==> config.mk <==
export PLATFORM = sky130hd
export DESIGN_NAME = chunked_av_stream_deframer
export DESIGN_NICKNAME = d
export VERILOG_FILES = /design/src/cavd_pkg.sv /design/src/cavd_front.sv /design/src/cavd_queue.sv /design/src/cavd_back.sv /design/src/chunked_av_stream_deframer.sv
export SDC_FILE = /design/constraint.sdc
export NUM_CORES = 1
export LEC_CHECK = 0
export CAP_MARGIN = 20
export CORE_MARGIN = 2
export CORE_UTILIZATION = 55
export DETAILED_ROUTE_END_ITERATION = 12
export DONT_BUFFER_PORTS = 1
export GPL_ROUTABILITY_DRIVEN = 0
export PLACE_DENSITY_LB_ADDON = 0.12
export SKIP_CTS_REPAIR_TIMING = 1
export SLEW_MARGIN = 20
export SYNTH_ARGS = -nofsm -noshare
export SYNTH_HDL_FRONTEND = slang
export SYNTH_SLANG_ARGS = --single-unit
export TNS_END_PERCENT = 20
==> constraint.sdc <==
create_clock -name clk -period 8.2 [get_ports clk]
set_clock_uncertainty 0.2 [all_clocks]
set_input_delay 1.23 -clock clk [delete_from_list [all_inputs] [get_ports clk]]
set_output_delay 1.23 -clock clk [all_outputs]
set_load 0.005 [all_outputs]
==> src/cavd_pkg.sv <==
// Shared types and constants of the chunked stream deframer.
`timescale 1ns / 1ps
package cavd_pkg;

	localparam logic [7:0] PREFIX_BYTE = 8'h82;
	localparam logic [7:0] LEN_VIDEO = 8'd128;
	localparam logic [7:0] LEN_AUDIO_A = 8'd40;
	localparam logic [7:0] LEN_AUDIO_B = 8'd24;
	localparam logic [12:0] TS_SCALE = 13'd8000;
	localparam logic [15:0] BITRATE_RESET = 16'd6400;
	localparam int TS_BITS = 45;
	localparam int SIZE_BITS = 24;

	localparam logic [1:0] KIND_PAYLOAD = 2'd0;
	localparam logic [1:0] KIND_CLOSE = 2'd1;
	localparam logic [1:0] KIND_ERROR = 2'd2;

	localparam logic SEL_AUDIO = 1'b0;
	localparam logic SEL_VIDEO = 1'b1;

	// One request from the front to the back part.
	typedef struct packed {
		logic [1:0] kind;
		logic sel;
		logic [7:0] val;
		logic [3:0] seq;
		logic [SIZE_BITS-1:0] size;
		logic need_ts;
		logic [31:0] pos;
	} cavd_req_t;

endpackage

==> src/cavd_front.sv <==
// Byte parser: chunk framing, packet bookkeeping and request generation.
`timescale 1ns / 1ps
module cavd_front import cavd_pkg::*; #(
	parameter int LEN_BITS = 24
) (
	input logic clk,
	input logic arst_n,
	input logic in_fire,
	input logic [7:0] stream_byte,
	output logic req_valid,
	output cavd_req_t req
);

	typedef enum logic [2:0] {
		PH_WAIT, PH_HEADER, PH_EXPLEN, PH_VARLEN_FIRST, PH_VARLEN_MORE, PH_SKIP, PH_PAYLOAD
	} phase_t;

	localparam logic [LEN_BITS-1:0] LEN_MAX = '1;

	phase_t phase_q, n_phase;
	logic prefix_q, n_prefix;
	logic [2:0] type_q, n_type;
	logic [3:0] seq_q, n_seq;
	logic [LEN_BITS-1:0] rem_q, n_rem;
	logic [31:0] pos_q, n_pos;
	logic [1:0] open_q, n_open;
	logic [4:0] oseq_q [2];
	logic [4:0] n_oseq [2];
	logic [LEN_BITS-1:0] olen_q [2];
	logic [LEN_BITS-1:0] n_olen [2];
	logic halted_q, n_halted;

	logic hdr, begin_c, vl;
	logic [7:0] blen;
	logic [3:0] t;
	logic sel;
	logic [LEN_BITS+7:0] wide;
	logic [31:0] olen_ext;

	always_comb begin
		n_phase = phase_q;
		n_prefix = prefix_q;
		n_type = type_q;
		n_seq = seq_q;
		n_rem = rem_q;
		n_pos = pos_q;
		n_open = open_q;
		n_oseq = oseq_q;
		n_olen = olen_q;
		n_halted = halted_q;
		req_valid = 1'b0;
		req = '0;
		hdr = 1'b0;
		begin_c = 1'b0;
		vl = 1'b0;
		blen = '0;
		t = stream_byte[7:4];
		sel = SEL_VIDEO;
		wide = '0;
		olen_ext = '0;
		if (in_fire && !halted_q) begin
			unique case (phase_q)
				PH_WAIT: begin
					n_prefix = 1'b0;
					if (stream_byte == PREFIX_BYTE) begin
						n_prefix = 1'b1;
						n_phase = PH_HEADER;
					end else begin
						hdr = 1'b1;
					end
				end
				PH_HEADER: hdr = 1'b1;
				PH_EXPLEN: begin
					begin_c = 1'b1;
					blen = stream_byte;
				end
				PH_VARLEN_FIRST: begin
					vl = 1'b1;
					wide = (LEN_BITS+8)'(stream_byte);
				end
				PH_VARLEN_MORE: begin
					vl = 1'b1;
					if (rem_q >= LEN_BITS'(128)) begin
						wide = {rem_q - LEN_BITS'(128), 7'b0} + (LEN_BITS+8)'(stream_byte);
					end else begin
						wide = (LEN_BITS+8)'(stream_byte);
					end
					if (rem_q == LEN_MAX) wide = (LEN_BITS+8)'(LEN_MAX);
				end
				PH_SKIP: begin
					if (rem_q != '0) n_rem = rem_q - 1'b1;
					if (n_rem == '0) n_phase = PH_WAIT;
				end
				PH_PAYLOAD: begin
					sel = (type_q >= 3'd3) ? SEL_AUDIO : SEL_VIDEO;
					if (olen_q[sel] != LEN_MAX) n_olen[sel] = olen_q[sel] + 1'b1;
					if (rem_q != '0) n_rem = rem_q - 1'b1;
					if (n_rem == '0) n_phase = PH_WAIT;
					req_valid = 1'b1;
					req.kind = KIND_PAYLOAD;
					req.sel = sel;
					req.val = stream_byte;
				end
				default: n_phase = PH_WAIT;
			endcase

			if (hdr) begin
				n_seq = stream_byte[3:0];
				if (t > 4'd4) begin
					n_halted = 1'b1;
					req_valid = 1'b1;
					req.kind = KIND_ERROR;
				end else begin
					n_type = t[2:0];
					if (t == 4'd0) begin
						n_phase = PH_VARLEN_FIRST;
					end else if (n_prefix || t == 4'd2) begin
						n_phase = PH_EXPLEN;
					end else begin
						begin_c = 1'b1;
						blen = (t == 4'd1) ? LEN_VIDEO : ((t == 4'd3) ? LEN_AUDIO_A : LEN_AUDIO_B);
					end
				end
			end

			if (vl) begin
				if (wide > (LEN_BITS+8)'(LEN_MAX)) wide = (LEN_BITS+8)'(LEN_MAX);
				n_rem = wide[LEN_BITS-1:0];
				if (stream_byte[7]) n_phase = PH_VARLEN_MORE;
				else n_phase = (n_rem != '0) ? PH_SKIP : PH_WAIT;
			end

			if (begin_c) begin
				sel = (n_type >= 3'd3) ? SEL_AUDIO : SEL_VIDEO;
				if (sel == SEL_AUDIO) n_pos = pos_q + 32'(blen);
				if (open_q[sel] && oseq_q[sel] != {1'b0, n_seq}) begin
					olen_ext = 32'(olen_q[sel]);
					req_valid = 1'b1;
					req.kind = KIND_CLOSE;
					req.sel = sel;
					req.seq = oseq_q[sel][3:0];
					req.size = (|olen_ext[31:SIZE_BITS]) ? '1 : olen_ext[SIZE_BITS-1:0];
					req.need_ts = (sel == SEL_VIDEO);
					req.pos = n_pos;
					n_open[sel] = 1'b0;
				end
				if (!n_open[sel]) begin
					n_open[sel] = 1'b1;
					n_oseq[sel] = {1'b0, n_seq};
					n_olen[sel] = '0;
				end
				if (n_type == 3'd2) n_oseq[sel] = n_oseq[sel] - 1'b1;
				n_rem = LEN_BITS'(blen);
				n_phase = (blen != '0) ? PH_PAYLOAD : PH_WAIT;
			end
		end
	end

	always_ff @(posedge clk or negedge arst_n) begin
		if (!arst_n) begin
			phase_q <= PH_WAIT;
			prefix_q <= 1'b0;
			type_q <= '0;
			seq_q <= '0;
			rem_q <= '0;
			pos_q <= '0;
			open_q <= '0;
			oseq_q <= '{default: '0};
			olen_q <= '{default: '0};
			halted_q <= 1'b0;
		end else begin
			phase_q <= n_phase;
			prefix_q <= n_prefix;
			type_q <= n_type;
			seq_q <= n_seq;
			rem_q <= n_rem;
			pos_q <= n_pos;
			open_q <= n_open;
			oseq_q <= n_oseq;
			olen_q <= n_olen;
			halted_q <= n_halted;
		end
	end

endmodule

==> src/cavd_queue.sv <==
// Two-entry request queue between the parser and the result stage.
`timescale 1ns / 1ps
module cavd_queue import cavd_pkg::*; (
	input logic clk,
	input logic arst_n,
	input logic wr_en,
	input cavd_req_t wr_data,
	output logic q_full,
	input logic rd_en,
	output cavd_req_t rd_data,
	output logic q_empty
);

	cavd_req_t mem_q [2];
	logic wr_ptr_q, rd_ptr_q;
	logic [1:0] count_q;

	assign q_full = (count_q == 2'd2);
	assign q_empty = (count_q == 2'd0);
	assign rd_data = mem_q[rd_ptr_q];

	always_ff @(posedge clk) begin
		if (wr_en) mem_q[wr_ptr_q] <= wr_data;
	end

	always_ff @(posedge clk or negedge arst_n) begin
		if (!arst_n) begin
			wr_ptr_q <= 1'b0;
			rd_ptr_q <= 1'b0;
			count_q <= '0;
		end else begin
			if (wr_en) wr_ptr_q <= ~wr_ptr_q;
			if (rd_en) rd_ptr_q <= ~rd_ptr_q;
			count_q <= count_q + 2'(wr_en) - 2'(rd_en);
		end
	end

endmodule

==> src/cavd_back.sv <==
// Result stage: timestamp multiply, bit-serial divide and output register.
`timescale 1ns / 1ps
module cavd_back import cavd_pkg::*; (
	input logic clk,
	input logic arst_n,
	input logic [15:0] bitrate,
	input logic q_empty,
	input cavd_req_t q_data,
	output logic q_pop,
	input logic pop,
	output logic empty,
	output logic [1:0] event_kind,
	output logic stream_select,
	output logic [7:0] payload_value,
	output logic [3:0] closed_sequence,
	output logic [23:0] packet_size,
	output logic [44:0] timestamp
);

	typedef enum logic [1:0] {B_IDLE, B_MUL, B_DIV, B_DONE} bstate_t;

	localparam logic [5:0] LAST_STEP = 6'(TS_BITS - 1);

	bstate_t state_q;
	logic out_valid_q;
	cavd_req_t work_q;
	logic [TS_BITS-1:0] quot_q;
	logic [15:0] rem_q;
	logic [15:0] div_q;
	logic [5:0] cnt_q;
	logic free;
	logic load;
	logic [16:0] r2;

	assign free = !out_valid_q || pop;
	assign empty = !out_valid_q;
	assign q_pop = (state_q == B_IDLE) && !q_empty && (q_data.need_ts || free);
	assign load = ((state_q == B_IDLE) && q_pop && !q_data.need_ts) ||
		((state_q == B_DONE) && free);
	assign r2 = {rem_q, quot_q[TS_BITS-1]};

	always_ff @(posedge clk or negedge arst_n) begin
		if (!arst_n) begin
			state_q <= B_IDLE;
			out_valid_q <= 1'b0;
			cnt_q <= '0;
			work_q <= '0;
			quot_q <= '0;
			rem_q <= '0;
			div_q <= '0;
			event_kind <= '0;
			stream_select <= 1'b0;
			payload_value <= '0;
			closed_sequence <= '0;
			packet_size <= '0;
			timestamp <= '0;
		end else begin
			if (load) out_valid_q <= 1'b1;
			else if (pop) out_valid_q <= 1'b0;
			unique case (state_q)
				B_IDLE: begin
					if (q_pop) begin
						if (q_data.need_ts) begin
							work_q <= q_data;
							state_q <= B_MUL;
						end else begin
							event_kind <= q_data.kind;
							stream_select <= q_data.sel;
							payload_value <= q_data.val;
							closed_sequence <= q_data.seq;
							packet_size <= q_data.size;
							timestamp <= '0;
						end
					end
				end
				B_MUL: begin
					quot_q <= TS_BITS'(work_q.pos) * TS_BITS'(TS_SCALE);
					rem_q <= '0;
					div_q <= (bitrate == '0) ? 16'd1 : bitrate;
					cnt_q <= '0;
					state_q <= B_DIV;
				end
				B_DIV: begin
					// Restoring division, one quotient bit per cycle.
					if (r2 >= {1'b0, div_q}) begin
						rem_q <= 16'(r2 - {1'b0, div_q});
						quot_q <= {quot_q[TS_BITS-2:0], 1'b1};
					end else begin
						rem_q <= r2[15:0];
						quot_q <= {quot_q[TS_BITS-2:0], 1'b0};
					end
					cnt_q <= cnt_q + 1'b1;
					if (cnt_q == LAST_STEP) state_q <= B_DONE;
				end
				B_DONE: begin
					if (free) begin
						event_kind <= work_q.kind;
						stream_select <= work_q.sel;
						payload_value <= work_q.val;
						closed_sequence <= work_q.seq;
						packet_size <= work_q.size;
						timestamp <= quot_q;
						state_q <= B_IDLE;
					end
				end
				default: state_q <= B_IDLE;
			endcase
		end
	end

endmodule

==> src/chunked_av_stream_deframer.sv <==
// Top level of the chunked audio/video stream deframer.
//
// Usage: raw container bytes enter through push/full, one byte per request;
// a byte is taken at a clock edge with push high and full low. Results leave
// through empty/pop: the oldest result sits on the ports while empty is low
// and is taken at an edge with pop high and empty low. The bitrate register
// is written with audio_bitrate_we and audio_bitrate_wdata; the user must
// write it only while idle; the block does not enforce this. A payload byte
// or audio close passes through the request queue and the output register;
// a video close is multiplied, then divided one quotient bit per cycle.
// Throughput: one byte per cycle while full is low, set by the parser;
// while a video close is being divided, the two-entry request queue fills
// and full rises until the divider finishes. A stalled receiver holds the
// output register, the queue fills behind it and full then holds off the
// sender. Reset clears all parser state, both open packets, the queue and
// the output register, and loads the bitrate with 6400.
`timescale 1ns / 1ps
module chunked_av_stream_deframer import cavd_pkg::*; #(
	parameter int LEN_BITS = 24
) (
	input logic clk,
	input logic arst_n,
	input logic push,
	output logic full,
	input logic [7:0] stream_byte,
	output logic empty,
	input logic pop,
	output logic [1:0] event_kind,
	output logic stream_select,
	output logic [7:0] payload_value,
	output logic [3:0] closed_sequence,
	output logic [23:0] packet_size,
	output logic [44:0] timestamp,
	input logic audio_bitrate_we,
	input logic [15:0] audio_bitrate_wdata
);

	logic [15:0] bitrate_q;
	logic q_full, q_empty, q_pop, req_valid, in_fire;
	cavd_req_t req, q_data;

	assign full = q_full;
	assign in_fire = push && !q_full;

	always_ff @(posedge clk or negedge arst_n) begin
		if (!arst_n) bitrate_q <= BITRATE_RESET;
		else if (audio_bitrate_we) bitrate_q <= audio_bitrate_wdata;
	end

	cavd_front #(.LEN_BITS(LEN_BITS)) u_front (
		.clk(clk), .arst_n(arst_n), .in_fire(in_fire), .stream_byte(stream_byte),
		.req_valid(req_valid), .req(req)
	);

	cavd_queue u_queue (
		.clk(clk), .arst_n(arst_n), .wr_en(req_valid), .wr_data(req), .q_full(q_full),
		.rd_en(q_pop), .rd_data(q_data), .q_empty(q_empty)
	);

	cavd_back u_back (
		.clk(clk), .arst_n(arst_n), .bitrate(bitrate_q), .q_empty(q_empty),
		.q_data(q_data), .q_pop(q_pop), .pop(pop), .empty(empty),
		.event_kind(event_kind), .stream_select(stream_select),
		.payload_value(payload_value), .closed_sequence(closed_sequence),
		.packet_size(packet_size), .timestamp(timestamp)
	);

endmodule

# After elaboration in Yosys (flattened, before gate mapping)
# Memories as Yosys holds them, arrays and structs flattened.
# Index checks and enable logic that the tools add are counted.
# W data, S select, Z words.
dict set report classes {
  reduce_logical 42
  n_mul 1
  add_sub_neg 10
  bitwise_logic 9
  order_cmp 12
  eq_ne 24
  muxes 151
}
# operator n
set ops {}
lappend ops {{$mux W24} 21}
lappend ops {{$mux W48} 5}
lappend ops {{$pmux W45 S2} 2}
lappend ops {{$mux W45} 3}
lappend ops {{$mux W32} 4}
lappend ops {{$mux W61} 2}
lappend ops {{$pmux W24 S2} 2}
lappend ops {{$mux W8} 10}
lappend ops {{$mux W72} 1}
lappend ops {{$pmux W32 S2} 1}
lappend ops {{$mux W3} 17}
lappend ops {{$and A48 B48 Y48} 1}
lappend ops {{$bwmux W48} 1}
lappend ops {{$demux W24 S1} 2}
lappend ops {{$logic_not A24 Y1} 2}
lappend ops {{$not A48 Y48} 1}
lappend ops {{$reduce_bool A24 Y1} 2}
lappend ops {{$mux W10} 4}
lappend ops {{$mul A32 B7 Y39 const B} 1}
lappend ops {{$mux W5} 7}
lappend ops {{$mux W1} 34}
lappend ops {{$add A31 B8 Y32} 1}
lappend ops {{$add A32 B8 Y32} 1}
lappend ops {{$gt A32 B24 Y1 const B} 1}
lappend ops {{other kinds (66)} 123}
dict set report totals {
  regBits 389
  ramBits 144
  n_memories 1
  output_inout_bits 86
  elab_cells 284
}
# memory words word_bits rd rd_ports_with_merged_regs write_ports line_no
set memory_table {}
lappend memory_table {u_queue.mem_q 2 72 1 0 1 cavd_queue.sv:14} ;# cavd_req_t mem_q [2];

# Longest topological paths before layout
dict set report depth {
  depth_word 29
  mapped_depth 17
  depth_no_buf 17
}

# By module
# A second synthesis with hierarchy kept.
dict set report hier_totals {
  cells_unflattened 3222
  area_unflattened_um2 32946.6
}
# module instances seq_area_each_um2 cells_per_inst area_per_inst_um2
set modules_own_cells {}
lappend modules_own_cells {cavd_back 1 6030.8 1612 16315.6}
lappend modules_own_cells {cavd_front 1 3203.1 1336 10229.8}
lappend modules_own_cells {cavd_queue 1 4424.2 239 5741.8}
lappend modules_own_cells {chunked_av_stream_deframer 1 404.1 35 659.4}

# Worst setup path after synthesis
# OpenSTA, ideal clock, no wires.
dict set report synth_path {
  path_kind {input port to flip-flop}
  from {in stream_byte[4]}
  to {mem u_queue.mem_q[0][0] (netlist name), enable pin}
  arrival_ns 7.071
  required_ns 7.474
  setup_ns 0.526
  setup_slack_ns 0.403
  path_stages 10
  cell_sequence {buf_2 or2_2 o41ai_4 mux2i_2 xnor2_1 or4_1 a211oi_4 a211o_1 buf_2 a21oi_1}
}
dict set report synth_via {
  elab_chain_cells 19
  elab_cells_between_ends 38
  classes_between {2 x order compare; 3 x eq/ne; 29 x mux; 1 x bitwise; 3 x reduce/logical}
}
# item line_no
set synth_rtl {}
lappend synth_rtl {{start, declared} chunked_av_stream_deframer.sv:25} ;# input logic [7:0] stream_byte,
lappend synth_rtl {{$eq A8 B8 Y1} cavd_front.sv:65} ;# if (stream_byte == PREFIX_BYTE) begin
lappend synth_rtl {{$mux W1} cavd_front.sv:65}
lappend synth_rtl {{$pmux W1 S2} cavd_front.sv:62} ;# unique case (phase_q)
lappend synth_rtl {{$mux W1} cavd_front.sv:61} ;# if (in_fire && !halted_q) begin
lappend synth_rtl {{$mux W3} cavd_front.sv:107} ;# if (hdr) begin
lappend synth_rtl {{$mux W3} cavd_front.sv:61}
lappend synth_rtl {{$ge A3 B2 Y1} cavd_front.sv:134} ;# sel = (n_type >= 3'd3) ? SEL_AUDIO : SEL_VIDEO;
lappend synth_rtl {{$mux W1} cavd_front.sv:134}
lappend synth_rtl {{[... 2 more ...]} n/a}
lappend synth_rtl {{$mux W5 (2 in a row)} n/a}
lappend synth_rtl {{$ne A5 B4 Y1} cavd_front.sv:136} ;# if (open_q[sel] && oseq_q[sel] != {1'b0, n_seq}) begin
lappend synth_rtl {{$logic_and A1 B1 Y1} cavd_front.sv:136}
lappend synth_rtl {{$mux W1} cavd_front.sv:136}
lappend synth_rtl {{$mux W1 (*)} cavd_front.sv:133} ;# if (begin_c) begin
lappend synth_rtl {{$mux W1 (*)} cavd_front.sv:61}
lappend synth_rtl {{$mux W1 (*)} cavd_queue.sv:23} ;# if (wr_en) mem_q[wr_ptr_q] <= wr_data;
lappend synth_rtl {{$mux W1 (not written as such) (*)} cavd_queue.sv:23}
lappend synth_rtl {{end, declared} cavd_queue.sv:14}
# Every way passes the cells marked *; elsewhere a longest branch is shown, timed or not. The select of a mux whose other input is x is not followed.

# Worst setup path after layout
dict set report layout_path {
  from {reg u_back.work_q[2] (netlist name)}
  to {reg u_back.quot_q[42]}
}
dict set report layout_via {
  elab_chain_cells 2
}
# item line_no
set layout_rtl {}
lappend layout_rtl {{start, declared} cavd_back.sv:26} ;# cavd_req_t work_q;
lappend layout_rtl {{start signal, assigned} cavd_back.sv:64} ;# work_q <= q_data;
lappend layout_rtl {{$mul A32 B7 Y39} cavd_back.sv:77} ;# quot_q <= TS_BITS'(work_q.pos) * TS_BITS'(TS_SCALE);
lappend layout_rtl {{$pmux W45 S2} cavd_back.sv:60} ;# unique case (state_q)
lappend layout_rtl {{end signal, assigned} cavd_back.sv:77}
lappend layout_rtl {{end signal, assigned} cavd_back.sv:87} ;# quot_q <= {quot_q[TS_BITS-2:0], 1'b1};
lappend layout_rtl {{end signal, assigned} cavd_back.sv:90} ;# quot_q <= {quot_q[TS_BITS-2:0], 1'b0};
lappend layout_rtl {{end, declared} cavd_back.sv:27} ;# logic [TS_BITS-1:0] quot_q;
# Every way passes these cells.
# A chain may end at the register's enable or synchronous reset.

==> flow_metrics.py <==
metrics = {
    "detailed_routing": {
        "wirelength_um": 72450,
        "drt_iter0_drc": 2048,
        "drt_pass1_iterations": 6,
        "wl_per_cell_um": 18.53,
        "drc": 0,
        "drtAntennaViolNets": 0,
        "num_vias": 23230,
        "vias_per_cell": 5.942,
    },
    "timing": {
        "layout_min_cycle_time_ps": 5544,
        "tightest_slew_ps": 1799,
        "setup-tns-final_ps": 0,
        "hold_viol": 0,
        "slew_headroom": -0.1991,
        "setup_viol": 0,
        "min_period_over_period": 0.6761,
        "rsz0062_at_grt": "no",
        "max_freq_ghz": 0.1804,
        "maxSlewViolCount": 134,
    },
    "synth": {
        "yosysWarningCount": 0,
        "synth-async-reset-ratio": 0.7298,
        "synthesis.area_mm2": 0.03135,
        "ys.flop_type": "dfrtp_1",
        "yosysTopAreaCell": "dfrtp_1",
        "yosysUniqueCellTypes": 91,
        "synth_top_cell_area_share": 0.3081,
        "synth_seq_cells": 533,
        "synth_most_common_cell": "nand2_1",
        "avgSynthCellArea_um2": 9.798,
        "syn_nets": 3475,
        "synth_edf_count": 144,
        "synthTopCellsByCount": "nand2_1 (415), dfrtp_1 (386), nor2_1 (314), a21oi_1 (273), o21ai_0 (238)",
        "ys_top_cells_by_area": "dfrtp_1 (31%), edfxtp_1 (14%), fa_1 (7.7%)",
        "syn_inst": 3200,
        "ys_seq_area_frac": 0.4485,
    },
    "die": {
        "start_util": 0.5561,
        "io_pins": 115,
        "fp.dieW_um": 242.8,
        "core_mm2": 0.05639,
        "num_rows": 87,
        "die-area_mm2": 0.05893,
        "die_h_um": 242.8,
    },
    "worst_setup_path": {
        "r2r_cells": 17,
        "crit_cells": 17,
        "endpoint_kind": "flip-flop",
        "crit_path_cell_trace": "fa_1 -> inv_1 -> fa_1 -> fa_1 -> inv_1 -> fa_1 -> ha_1 -> nand3_1 -> o22ai_1 -> o41ai_1 -> o31ai_1 -> nand3_1 -> nand3_1 -> a41oi_1 -> a211oi_1 -> nand3_1 -> o211ai_1",
        "cp_top_family": "adder cells",
        "crit_slowest_cell": "o31ai_1",
        "rrSetupSlack_ps": 2660,
        "criticalPathCategory": "reg2reg",
        "cp-startpoint": "u_back.work_q[2]",
        "cp_max_fo": 7,
        "critPathBufInv": 2,
        "crit_end": "u_back.quot_q[42]",
        "required_ps": 8510,
        "max_stage_delay_ps": 610,
        "crit_path_start_kind": "flip-flop",
        "reg2reg_to": "u_back.quot_q[42]",
        "crit-reg2reg-launch": "u_back.work_q[2]",
        "cp.arrival_ps": 5850,
    },
    "global_routing": {
        "grt_pass1_vias": 22640,
        "antenna_found_initial": 1,
        "grt_overflow": 0,
        "grt_usage": 0.2457,
        "grt_pass1_wl_um": 119500,
        "grt_max_degree": 390,
    },
    "clock_network": {
        "cts_buffers": 58,
        "cts_root_buffer": "clkbuf_16",
        "htreeDepth": 2,
        "clkLatencyLatePin_ps": 630,
        "clk_path_buf_depth": 3,
        "clk_pin_slew_ps": 60,
        "cts_sinks": 533,
        "cts_tree": "yes",
    },
    "cells_and_area": {
        "drive_gt1_frac": 0.06246,
        "multiInputGateArea_mm2": 0.01632,
        "fill_cells": 4785,
        "n_antenna_cell": 0,
        "area_growth_syn_to_layout_pct": 7.774,
        "regArea_mm2": 0.01407,
        "final_nets": 3379,
    },
    "job": {
        "drv_cap": 0,
    },
    "place": {
        "dpl.hpwl_um": 50650,
        "place.port_buffers": 0,
    },
    "run_status": {
        "violations": "max-slew violations",
        "status": "complete, but fails checks",
    },
    "hold_path": {
        "hold_path.class": "in2async",
    },
}
-- sequential cells by signal (all words and copies together), names as in the netlist, 8 cells and up --
name / count
u_front.rem_q: 24
u_back.packet_size: 24
u_back.payload_value: 8
u_front.pos_q: 32
u_back.rem_q: 16
u_queue.mem_q: 144
u_front.oseq_q: 10
u_back.quot_q: 45
u_back.work_q: 71
u_back.timestamp: 45
u_back.div_q: 16
bitrate_q: 16
u_front.olen_q: 48
-- through the flow --
step | hold slack [ps] | util | cells | worst slack [ps] | area (um^2)
after floorplan | 249.6 | - | 3200 | 402.5 | 31350
after global placement | 278.0 | 0.5649 | 3799 | 2535 | 31860
after detailed placement | 281.7 | 0.5649 | 3799 | 2452 | 31860
after CTS | 95.21 | 0.5992 | 3909 | 2617 | 33790
after global routing | 100.8 | 0.5993 | 3910 | 2262 | 33790
final | 150.7 | 0.5993 | 3910 | 2656 | 33790
-- placed cells by master, fill, tap and decap left out, types with 20 or more instances in the layout --
master	n
nand2_1	415
dfrtp_1	385
nor2_1	313
a21oi_1	270
o21ai_0	238
edfxtp_1	144
ha_1	123
fa_1	120
mux2i_1	100
inv_1	92
xnor2_1	88
nand3_1	81
xor2_1	79
nor3_1	67
clkbuf_16	59
a31oi_1	39
nand4_1	33
mux2_2	31
a21o_1	30
nor2b_1	30
or3_1	27
and3_1	24
buf_4	23
nand2b_1	22
o22ai_1	20
clkbuf_1	20
-- worst register-to-register path: cells and delay by family, from the launching register on --
kind                     cells  cell delay, ps
flip-flops                   1             490
AO/OA/AOI/OAI                6            1690
adder cells (fa/ha/maj)      5            2370
AND/OR/NAND/NOR              4             560
buffers and inverters        2             110
-- logic make-up (layout without fill, tap and decap cells) --
group,count (synthesis),count (layout),share of synthesized area
multiplexers,133,133,0.04394
AND/OR/NAND/NOR,1099,1099,0.1581
buffers and inverters,274,228,0.03404
flip-flops,533,533,0.4485
AO/OA/AOI/OAI,748,748,0.1418
adder cells (fa/ha/maj),246,246,0.1269
XOR/XNOR,167,167,0.04665
-- cell type report --
cell class | count | share of cell area
clock buffer | 84 | 0.04795
timing repair buffer | 24 | 0.005258
tap | 756 | 0.02799
clock inverter | 26 | 0.009183
sequential | 533 | 0.4163
inverter | 94 | 0.01044
multi-input combinational | 2393 | 0.4829
-- worst min-delay path by stage --
stage                      start              endpoint  slack (ps)  cells after the start
5_1_grt                   arst_n     u_back.quot_q[14]         100                      0
2_1_floorplan   u_front.seq_q[0]      u_front.seq_q[0]         250                      2
6_report                  arst_n  u_back.timestamp[30]         150                      0
3_3_place_gp   u_front.pos_q[31]     u_front.pos_q[31]         280                      1
3_5_place_dp   u_front.pos_q[31]     u_front.pos_q[31]         280                      1
4_1_cts                   arst_n  u_back.timestamp[15]         100                      0
-- per-layer routing --
layer | track usage | vias up | share of wire
li1 | - | 11050 | -
met1 | 0.3610 | 11270 | 0.46
met2 | 0.3760 | 751 | 0.45
met3 | 0.03770 | 159 | 0.059
met4 | 0.07849 | 0 | 0.030
met5 | 0 | - | 0
Power is not shown: default switching activity piles up to over one toggle a cycle in this logic, so the estimate is an artifact.
